`config.mk`:
```
export PLATFORM = sky130hd
export DESIGN_NAME = deq_front
export DESIGN_NICKNAME = d
export VERILOG_FILES = /design/src/design/deq_pkg.sv /design/src/design/deq_front.sv
export SDC_FILE = /design/constraint.sdc
export NUM_CORES = 1
export LEC_CHECK = 0
export BUFFER_PORTS_ARGS = -buffer_cell sky130_fd_sc_hd__clkbuf_2
export CORE_MARGIN = 2
export CORE_UTILIZATION = 51
export CTS_CLUSTER_DIAMETER = 80
export DETAILED_ROUTE_END_ITERATION = 10
export PLACE_DENSITY = 0.78
export SLEW_MARGIN = 10
export SYNTH_ARGS = -nofsm -noshare
export SYNTH_HDL_FRONTEND = slang
export SYNTH_SLANG_ARGS = --single-unit
```
`constraint.sdc`:
```
create_clock -name aclk -period 2.5 [get_ports aclk]
set_input_delay 0.5 -clock aclk [delete_from_list [all_inputs] [get_ports aclk]]
set_output_delay 0.5 -clock aclk [all_outputs]
set_load 0.01 [all_outputs]
```
`src/design/deq_pkg.sv`:
```
// deq_pkg: shared widths, operation codes, command kinds and the command
// record passed from the front end to the back end of the deque
// no dependencies
`default_nettype none

package deq_pkg;

    localparam int CAPACITY_DEF = 256;

    localparam int OP_W    = 3;
    localparam int VALUE_W = 32;
    localparam int POS_W   = 8;
    localparam int OCC_W   = 9;
    localparam int M_DATA_W = 24;

    // operation codes as they arrive on the input channel
    localparam logic [OP_W-1:0] OP_PUSH_FRONT = 3'd0;
    localparam logic [OP_W-1:0] OP_PUSH_BACK  = 3'd1;
    localparam logic [OP_W-1:0] OP_POP_FRONT  = 3'd2;
    localparam logic [OP_W-1:0] OP_POP_BACK   = 3'd3;
    localparam logic [OP_W-1:0] OP_SEARCH     = 3'd4;

    // decoded command kind, unused codes fold into a no-op
    typedef enum logic [2:0] {
        K_PUSH_FRONT,
        K_PUSH_BACK,
        K_POP_FRONT,
        K_POP_BACK,
        K_SEARCH,
        K_NOP
    } kind_t;

    typedef struct packed {
        kind_t              kind;
        logic [VALUE_W-1:0] value;
    } cmd_t;

    typedef enum logic [1:0] {
        B_IDLE,
        B_SCAN,
        B_FIN
    } back_state_t;

endpackage

`default_nettype wire

```
`src/design/deq_front.sv`:
```
// deq_front: input beat acceptance, operation decode and a two-slot
// command queue feeding the back end
// depends on deq_pkg
`default_nettype none

module deq_front
    import deq_pkg::*;
(
    input  wire logic               aclk,
    input  wire logic               aresetn,
    input  wire logic               s_tvalid,
    output logic                    s_tready,
    input  wire logic [VALUE_W-1:0] s_tdata,
    input  wire logic [OP_W-1:0]    s_tuser,
    output logic                    cmd_valid,
    output cmd_t                    cmd,
    input  wire logic               cmd_pop
);

    cmd_t       slot_reg [2];
    logic       wr_ptr_reg, wr_ptr_next;
    logic       rd_ptr_reg, rd_ptr_next;
    logic [1:0] fill_reg, fill_next;
    cmd_t       dec_cmd;
    logic       push;
    logic       pop;

    // decode the operation code
    always_comb begin
        dec_cmd.value = s_tdata;
        unique case (s_tuser)
            OP_PUSH_FRONT: dec_cmd.kind = K_PUSH_FRONT;
            OP_PUSH_BACK:  dec_cmd.kind = K_PUSH_BACK;
            OP_POP_FRONT:  dec_cmd.kind = K_POP_FRONT;
            OP_POP_BACK:   dec_cmd.kind = K_POP_BACK;
            OP_SEARCH:     dec_cmd.kind = K_SEARCH;
            default:       dec_cmd.kind = K_NOP;
        endcase
    end

    assign s_tready  = (fill_reg != 2'd2);
    assign push      = s_tvalid && s_tready;
    assign cmd_valid = (fill_reg != 2'd0);
    assign pop       = cmd_pop && cmd_valid;
    assign cmd       = slot_reg[rd_ptr_reg];

    always_comb begin
        wr_ptr_next = push ? ~wr_ptr_reg : wr_ptr_reg;
        rd_ptr_next = pop ? ~rd_ptr_reg : rd_ptr_reg;
        fill_next   = fill_reg + {1'b0, push} - {1'b0, pop};
    end

    always_ff @(posedge aclk) begin
        if (!aresetn) begin
            wr_ptr_reg <= 1'b0;
            rd_ptr_reg <= 1'b0;
            fill_reg   <= 2'd0;
        end else begin
            wr_ptr_reg <= wr_ptr_next;
            rd_ptr_reg <= rd_ptr_next;
            fill_reg   <= fill_next;
        end
    end

    always_ff @(posedge aclk) begin
        if (push) begin
            slot_reg[wr_ptr_reg] <= dec_cmd;
        end
    end

endmodule

`default_nettype wire

```
Word level (Yosys, flattened, before mapping)
Memories as Yosys holds them, arrays and structs flattened. A register that Yosys moved wholly into a read port is not among the register bits.
Cells that the tools add are included.
- muxes and demuxes: 5
- bitwise logic cells: 2
- eq/ne operators: 5
- reduce and logical (&&, ||, !) cells: 4
- add/subtract/negate cells: 2
- operators by type and width (kind ; number):
    $pmux W3 S5 ; 1
    $eq A3 B2 Y1 const B ; 2
    $mux W1 ; 4
    $eq A3 B1 Y1 const B ; 1
    $eq A3 B3 Y1 const B ; 1
    $logic_not A3 Y1 ; 1
    $add A2 B1 Y2 ; 1
    $logic_and A1 B1 Y1 ; 2
    $ne A2 B2 Y1 const B ; 1
    $not A1 Y1 ; 2
    $reduce_bool A2 Y1 ; 1
    $sub A2 B1 Y2 ; 1
- memories: 1
- bits of input ports: 39
- word-level logic and storage cells: 22
- register bits after elaboration: 4
- memory bits (writable): 70
- memories (name ; depth ; bits a word ; read ports ; clocked after Yosys merged registers in ; wr ports ; RTL line ; source):
    slot_reg ; 2 ; 35 ; 1 ; 1 ; 1 ; deq_front.sv:20 ; cmd_t slot_reg [2];

Longest topological paths before layout
Gate-level depths: netlist of the first run.
- depth after elaboration: 4
- mapped depth: 6
- depth with buffers taken out: 6

Least setup slack after synthesis of the first run
No wires, ideal clock.
- kind: reg-to-reg
- start point: reg fill_reg[0]
- end point: mem slot_reg[1][0] (netlist bit), enable pin
- data arrival time: 1.564 ns
- cell stages (with the launch flop): 3
- path buffers: 0
- data required time: 2.104 ns
- setup slack: 0.540 ns
- cells stage by stage: dfxtp_1 -> nand2b_1 -> and3_1
- longest elaborated chain between the ends: 4
- ends and longest elaborated chain (what ; RTL line ; source):
    start, declared ; deq_front.sv:23 ; logic [1:0] fill_reg, fill_next;
    start signal, assigned ; deq_front.sv:61 ; fill_reg <= fill_next;
    $ne A2 B2 Y1 ; deq_front.sv:41 ; assign s_tready = (fill_reg != 2'd2);
    net s_tready ; deq_front.sv:12 ; output logic s_tready,
    $logic_and A1 B1 Y1 ; deq_front.sv:42 ; assign push = s_tvalid && s_tready;
    $mux W1 ; deq_front.sv:66 ; if (push) begin
    $mux W1 (not written as such) ; deq_front.sv:67 ; slot_reg[wr_ptr_reg] <= dec_cmd;
    end, declared ; deq_front.sv:20 ;
The timed path passes the listed nets, and every way through them passes these cells.

==> results of run 1 <==
critical path: stages, from the launching register on:
cell and delay (ps):
dfxtp_1 330, buf_4 280, mux2_2 380, clkbuf_2 130
report_power, final:
part	internal, mW	switching, mW
sequential	1.53	0.0434
combinational	0.327	0.345
clock	0.447	0.390
total	2.30	0.779
worst paths after layout:
check,slack (ps),end,startpoint,cells after the start
max,540,cmd[3],flop,3
min,360,slot_reg[0][26],s_tdata[26],1
max reg2reg,850,slot_reg[1][33],fill_reg[0],3
min reg2reg,580,wr_ptr_reg,wr_ptr_reg,2
synth_stat cells, drive strengths merged (2+ instances only):
cell	number	area (um^2)
dfxtp	5	100
edfxtp	70	2100
nand2b	2	12.5
nor2b	2	12.5
o21ai	2	10.0
nor2	2	7.51
mux2	35	394
a21bo	2	20.0
and2	3	18.8
buf	4	38.8
kinds of logic after synthesis:
family / after synthesis / share of synthesized area
flip-flops: 75 / 0.782
multiplexers: 36 / 0.144
AND/OR/NAND/NOR: 14 / 0.0284
AO/OA/AOI/OAI: 8 / 0.0218
buffers and inverters: 6 / 0.0164
XOR/XNOR: 1 / 0.00311
adder cells (fa/ha/maj): 1 / 0.00444
area by class of cell:
| class | instances | area (um^2) | share of cell area |
|---|---|---|---|
| Clock inverter | 7 | 58.8 | 0.0169 |
| Clock buffer | 9 | 124 | 0.0357 |
| Multi-Input combinational cell | 60 | 568 | 0.164 |
| Sequential cell | 75 | 2200 | 0.634 |
| Inverter | 1 | 3.75 | 0.00108 |
| Timing Repair Buffer | 80 | 425 | 0.123 |
| Tap cell | 72 | 90.1 | 0.0259 |
metal layers:
layer  track usage  up-vias  wire [um]
met4        0.0737        0         75
met3        0.0414        8        267
li1              -      719          -
met2         0.253       53       2140
met5             0        -          0
met1         0.171      694       1790
==> flow_summary.json, run 1 <==
{
  "antenna_left": 0,
  "dp.cells": 288,
  "gp_congestion": 0.715,
  "tightest_slew_ps": 429,
  "drtIter0Drc": 39,
  "num_rows": 27,
  "die_w_um": 78.3,
  "wl_mm": 4.27,
  "cts-resized-gates": 0,
  "final_util": 0.642,
  "post_cts_buffers": 0,
  "crit_type": "flop to output port",
  "max_slew_margin": 0.714,
  "post-route-period-util": 0.783,
  "ys_seq_area_frac": 0.782,
  "final.setup.tns_ps": 0,
  "cts_buffers": 9,
  "cp.arrival_ps": 1460,
  "grt_pass1_wl_mm": 6.73,
  "hold_viol_final": 0,
  "layout-drive-gt1-share": 0.517,
  "io_buffers": 75,
  "clockBufferDepth": 2,
  "overflow": 0,
  "vdd_drop_max_v": 0.000543,
  "fin_nets": 267,
  "grtUsageTotal": 0.148,
  "p_leak_nw": 1.35,
  "antenna_found_initial": 0,
  "synth-edff-count": 70,
  "fmax_mhz": 511,
  "async_flop_share": 0,
  "end_kind": "output port",
  "design.die.area_um2": 6130,
  "cts_tree": "built",
  "p_per_area_nw_per_um2": 887,
  "synth_area_per_cell_um2": 20.0,
  "outcome": "complete, no violations",
  "synth-seq-cells": 75,
  "grt_max_degree": 22,
  "synth_area_um2": 2820,
  "worstHoldPathType": "input port to flop",
  "wl_per_cell_um": 14.1,
  "clk_latency_ps": 330,
  "period_needed_ps": 1960,
  "area_growth_pct": 23.3,
  "vias_per_cell": 4.85,
  "setup_ws_ps": 541,
  "design_area_um2": 3470,
  "fill_cells": 383,
  "num_io_pins": 76,
  "preCtsSetupSlack_ps": 805,
  "drv_slew": 0,
  "cap_viol_max_count": 0,
  "n_antenna_cell": 0,
  "start_util": 0.521,
  "clk_pin_slew_ps": 80,
  "rsz0062_at_grt": "no",
  "synth_warnings": 0,
  "final_common_cell": "clkbuf_2",
  "final_cell_mix": "75 x clkbuf_2, 70 x edfxtp_1, 25 x mux2_2",
  "dp_hpwl_mm": 2.96,
  "stdcell_count": 304,
  "whs_ps": 357,
  "synth_nets": 181,
  "grt_pass1_vias": 1468,
  "drc": 0,
  "startpoint_type": "flop",
  "place_area_um2": 3290,
  "htreeDepth": 3,
  "first_pass_iters": 4,
  "crit_required_ps": 2000,
  "die_h_um": 78.3,
  "power.total_mw": 3.08,
  "syn_inst": 141,
  "cp_max_fo": 21,
  "core_um2": 5410,
  "largest_reg_flops": 70,
  "clockRootBuffer": "clkbuf_8",
  "cts.sink_count": 75,
  "vias": 1474,
  "fin_skew_ps": 7.51,
  "ys_types": 27,
  "setup_viol": 0,
  "holdBufCountCts": 0,
  "synthFlopType": "edfxtp_1"
}
(Power assumes the default switching activity.)
==> inputs of run 2 (changes only) <==
--- a/config.mk
+++ b/config.mk
@@ -7,10 +7,10 @@
 export LEC_CHECK = 0
 export BUFFER_PORTS_ARGS = -buffer_cell sky130_fd_sc_hd__clkbuf_2
 export CORE_MARGIN = 2
-export CORE_UTILIZATION = 51
+export CORE_UTILIZATION = 46
 export CTS_CLUSTER_DIAMETER = 80
 export DETAILED_ROUTE_END_ITERATION = 10
-export PLACE_DENSITY = 0.78
+export PLACE_DENSITY = 0.74
 export SLEW_MARGIN = 10
 export SYNTH_ARGS = -nofsm -noshare
 export SYNTH_HDL_FRONTEND = slang
==> constraint.sdc (replaced) <==
create_clock -name aclk -period 1.6 [get_ports aclk]
set_input_delay 0.32 -clock aclk [delete_from_list [all_inputs] [get_ports aclk]]
set_output_delay 0.32 -clock aclk [all_outputs]
set_load 0.01 [all_outputs]
==> flow_summary.json, run 2 (synthesized netlist as in run 1, its figures left out) <==
{
  "grt_pass1_wl_mm": 7.02,
  "cts.sink_count": 75,
  "worstHoldPathType": "input port to flop",
  "worstReg2RegStart": "fill_reg[1]",
  "antenna_left": 0,
  "slowest_stage": "dfxtp_4",
  "grtUsageTotal": 0.147,
  "use_met3": 0.0478,
  "holdBufCountCts": 0,
  "drc": 0,
  "p_leak_nw": 1.41,
  "final_util": 0.607,
  "gr-usage-met2": 0.233,
  "period_needed_ps": 1690,
  "end_kind": "output port",
  "overflow": 0,
  "design.die.area_um2": 6760,
  "grt_use_met1": 0.175,
  "die_h_um": 82.2,
  "vdd_drop_max_v": 0.000795,
  "cts_buffers": 9,
  "start_util": 0.475,
  "post-route-period-util": 1.05,
  "gp_congestion": 0.679,
  "outcome": "finished with violations",
  "layout-drive-gt1-share": 0.549,
  "hold_end": "slot_reg[1][30]",
  "clk_latency_ps": 330,
  "vias_per_cell": 4.89,
  "setup_ws_ps": -86.8,
  "final_common_cell": "clkbuf_2",
  "area_growth_pct": 27.6,
  "dp_hpwl_mm": 3.03,
  "hold_depth": 1,
  "largest_reg_flops": 70,
  "cpLargestDelayFamily": "flip-flops",
  "stdcell_count": 308,
  "htreeDepth": 3,
  "fin_nets": 269,
  "startpoint_type": "flop",
  "reg2reg_depth": 6,
  "rsz0062_at_grt": "yes",
  "tightest_slew_ps": 282,
  "antenna_found_initial": 0,
  "fmax_mhz": 593,
  "post_cts_buffers": 0,
  "vias": 1506,
  "hold_viol_final": 0,
  "clk_pin_slew_ps": 70,
  "cts_tree": "built",
  "fin_skew_ps": 4.61,
  "cp_max_fo": 18,
  "grt_busiest_layer": "met2",
  "io_buffers": 75,
  "cap_viol_max_count": 0,
  "first_pass_iters": 4,
  "dp.cells": 292,
  "reg2reg_to": "fill_reg[1]",
  "drv_slew": 0,
  "crit_type": "flop to output port",
  "crit_required_ps": 1280,
  "whs_ps": 173,
  "max_slew_margin": 0.812,
  "p_per_area_nw_per_um2": 1390,
  "violations": "setup timing",
  "fill_cells": 466,
  "wl_per_cell_um": 15.2,
  "core_um2": 5920,
  "cp.arrival_ps": 1370,
  "worstPathCellList": "buf_12, mux2_2, clkbuf_2",
  "grt_max_degree": 23,
  "clockRootBuffer": "clkbuf_8",
  "r2r_slack_ps": 230,
  "grt_pass1_vias": 1517,
  "clockBufferDepth": 2,
  "num_rows": 28,
  "hold_start": "s_tdata[30]",
  "setup_viol": 35,
  "final_cell_mix": "75 x clkbuf_2, 70 x edfxtp_1, 17 x mux2_2",
  "cpPeakStageDelay_ps": 380,
  "cp.buffers_inverters": 2,
  "n_antenna_cell": 0,
  "die_w_um": 82.2,
  "wl_mm": 4.69,
  "drtIter0Drc": 48,
  "num_io_pins": 76
}
==> run 2: cell types whose count changed in the layout (fill, tap and decap cells not counted), sizes merged <==
cell,before,now
inv,1,0
clkinv,5,3
buf,5,7
clkbuf,84,86
==> run 2: worst max path at each step <==
stage                start             end  depth (start not counted)
2_1_floorplan  fill_reg[1]  slot_reg[0][0]                          3
3_3_place_gp      s_tvalid     fill_reg[0]                          6
3_5_place_dp      s_tvalid     fill_reg[1]                          7
4_1_cts               flop         cmd[21]                          3
5_1_grt               flop         cmd[16]                          3
6_report              flop         cmd[16]                          3
==> run 2: power breakdown <==
part           switching (mW)  internal [mW]
logic                   0.588          0.657
clock network           0.598          0.700
registers              0.0756           2.39
total                    1.26           3.75
==> run 2: layer usage <==
layer	share of wire	vias to the layer above
li1	-	725
met2	0.50	51
met5	0	-
met3	0.075	8
met1	0.41	722
met4	0.016	0
==> run 2: stage by stage <==
step,power [mW],setup WS [ps],instance area [um^2],TNS [ps]
after global routing,5.28,-151,3590,-4570
after CTS,5.09,-131,3590,-3770
final,5.01,-86.8,3590,-2440
after floorplan,3.20,37.9,2830,0
after global placement,3.61,207,3340,0
after detailed placement,3.63,161,3340,0
==> run 2: layout make-up <==
cell class	count	area (um^2)	share of cell area
Sequential cell	75	2210	0.614
Timing Repair Buffer	82	485	0.135
Clock buffer	11	131	0.0366
Clock inverter	4	42.5	0.0118
Tap cell	75	93.8	0.0261
Multi-Input combinational cell	60	624	0.174
Inverter	1	7.51	0.00209
==> run 2: repair_timing <==
action	CTS	global route
setup endpoints to repair	35	35
resized for setup	14	1
cloned	1	0
==> inputs of run 3 (changes only) <==
--- a/config.mk
+++ b/config.mk
@@ -5,12 +5,14 @@
 export SDC_FILE = /design/constraint.sdc
 export NUM_CORES = 1
 export LEC_CHECK = 0
+export ABC_AREA = 1
 export BUFFER_PORTS_ARGS = -buffer_cell sky130_fd_sc_hd__clkbuf_2
+export CORE_ASPECT_RATIO = 0.9
 export CORE_MARGIN = 2
-export CORE_UTILIZATION = 46
+export CORE_UTILIZATION = 47
 export CTS_CLUSTER_DIAMETER = 80
 export DETAILED_ROUTE_END_ITERATION = 10
-export PLACE_DENSITY = 0.74
+export PLACE_DENSITY = 0.75
 export SLEW_MARGIN = 10
 export SYNTH_ARGS = -nofsm -noshare
 export SYNTH_HDL_FRONTEND = slang
==> flow_summary.json, run 3 <==
{
  "grtUsageTotal": 0.145,
  "io_buffers": 75,
  "met1Wirelength_mm": 1.96,
  "worstHoldPathType": "input port to flop",
  "vdd_drop_max_v": 0.000792,
  "highest_layer": "met4",
  "holdBufCountCts": 0,
  "worstReg2RegStart": "fill_reg[1]",
  "synth_commonest_cells": "70 x edfxtp_1, 30 x mux2_4, 11 x nand2_1, 9 x nor2_1, 8 x inv_1",
  "clk_latency_ps": 330,
  "cts_tree": "built",
  "ys_seq_area_frac": 0.751,
  "slowest_stage": "dfxtp_4",
  "design.die.area_um2": 6890,
  "clk_pin_slew_ps": 70,
  "hold_start": "s_tdata[27]",
  "post-route-period-util": 1.05,
  "violations": "setup timing",
  "die_h_um": 79.0,
  "crit_required_ps": 1280,
  "synth_most_common_cell": "edfxtp_1",
  "max_slew_margin": 0.847,
  "grt_pass1_vias": 1552,
  "num_io_pins": 76,
  "rsz0062_at_grt": "yes",
  "cts-resized-gates": 2,
  "vias_per_cell": 4.79,
  "wl_met2_mm": 2.48,
  "drv_slew": 0,
  "period_needed_ps": 1690,
  "drc": 0,
  "cap_viol_max_count": 0,
  "outcome": "finished with violations",
  "num_rows": 27,
  "antenna_found_initial": 0,
  "hold_viol_final": 0,
  "reg2reg_depth": 9,
  "clockBufferDepth": 2,
  "cts_buffers": 9,
  "area_growth_pct": 24.8,
  "preCtsSetupSlack_ps": 167,
  "startpoint_type": "flop",
  "synth_warnings": 0,
  "wl_mm": 4.74,
  "final_cell_mix": "75 x clkbuf_2, 70 x edfxtp_1, 31 x mux2_4",
  "cts.sink_count": 75,
  "p_leak_nw": 1.50,
  "overflow": 0,
  "dp_hpwl_mm": 3.31,
  "n_antenna_cell": 0,
  "final_common_cell": "clkbuf_2",
  "cp.arrival_ps": 1370,
  "layout-drive-gt1-share": 0.560,
  "core_um2": 6080,
  "fin_nets": 277,
  "yosysTopAreaCell": "edfxtp_1",
  "synth_area_per_cell_um2": 19.7,
  "post_cts_buffers": 0,
  "cp.buffers_inverters": 2,
  "vias": 1498,
  "final.setup.tns_ps": -1780,
  "wl_per_cell_um": 15.1,
  "fmax_mhz": 593,
  "grt_max_degree": 21,
  "tightest_slew_ps": 229,
  "synth_area_um2": 2930,
  "fin_skew_ps": 4.39,
  "synth-edff-count": 70,
  "worstPathCellList": "buf_12, mux2_2, clkbuf_2",
  "met3_length_um": 199,
  "synth.area.top_cells": "edfxtp_1 72%, mux2_4 15%, dfxtp_1 3.4%",
  "cpPeakStageDelay_ps": 380,
  "synth-seq-cells": 75,
  "crit_type": "flop to output port",
  "die_w_um": 87.3,
  "hold_end": "slot_reg[0][27]",
  "drtIter0Drc": 102,
  "start_util": 0.483,
  "htreeDepth": 3,
  "cp_max_fo": 14,
  "antenna_left": 0,
  "clockRootBuffer": "clkbuf_8",
  "gp_congestion": 0.748,
  "p_per_area_nw_per_um2": 1570,
  "synth_nets": 189,
  "setup_viol": 35,
  "largest_reg_flops": 70,
  "synth_top_area_share": 0.716,
  "ys_types": 16,
  "end_kind": "output port",
  "r2r_slack_ps": 140,
  "hold_depth": 1,
  "first_pass_iters": 5,
  "synthFlopType": "edfxtp_1",
  "async_flop_share": 0,
  "syn_inst": 149,
  "grt_pass1_wl_mm": 7.22,
  "reg2reg_to": "fill_reg[1]",
  "cpLargestDelayFamily": "flip-flops",
  "setup_ws_ps": -87.6
}
## run 3: cell types whose count changed in the layout (fill, tap and decap cells not counted), moves of 3 or more
cell / change
inv_1: +8
mux2_1: -5
mux2_2: -13
nand2_1: +9
and2_1: -3
nor2_1: +5
mux2_4: +18
## run 3: layer usage
metal,global-route usage,vias up
li1,-,730
met1,0.165,717
met2,0.244,42
met3,0.0322,9
met4,0.0923,0
met5,0,-
## run 3: cell type report
class / instances / area, um^2
Fill cell: 468 / 2420
Sequential cell: 75 / 2210
Multi-Input combinational cell: 61 / 653
Timing Repair Buffer: 82 / 478
Clock buffer: 9 / 124
Tap cell: 72 / 90.1
Clock inverter: 6 / 81.3
Inverter: 8 / 30.0
## run 3: where the power goes
part	switching, mW	leakage, nW	internal (mW)	total, mW
Sequential	0.104	0.696	2.49	2.60
Combinational	0.800	0.701	0.839	1.64
Clock	0.645	0.104	0.859	1.50
Total	1.55	1.50	4.19	5.74
## run 3: kinds of logic (layout without fill, tap and decap cells)
kind of cell | count (synthesis) | in the layout | synth area share
AND/OR/NAND/NOR | 22 | 22 | 0.0294
flip-flops | 75 | 75 | 0.751
adder cells (fa/ha/maj) | 1 | 1 | 0.00426
AO/OA/AOI/OAI | 2 | 2 | 0.00426
multiplexers | 35 | 35 | 0.173
buffers and inverters | 13 | 105 | 0.0358
XOR/XNOR | 1 | 1 | 0.00299
## run 3: worst max path at each step
stage,startpoint,end,cells past startpoint
floorplan,fill_reg[0],slot_reg[1][0],4
global placement,cmd_pop,fill_reg[1],10
detailed placement,cmd_pop,fill_reg[1],10
CTS,flop,cmd[1],3
global route,flop,cmd[3],3
finish,flop,cmd[3],3
## run 3: per-stage QoR
step / hold WS, ps / cell area [um^2] / util / cells / power [mW]
floorplan: 413 / 2960 / - / 149 / 3.76
global placement: 493 / 3450 / 0.567 / 298 / 4.25
detailed placement: 496 / 3450 / 0.567 / 298 / 4.30
CTS: 150 / 3660 / 0.602 / 313 / 5.81
global route: 151 / 3660 / 0.602 / 313 / 6.01
finish: 170 / 3660 / 0.602 / 313 / 5.74
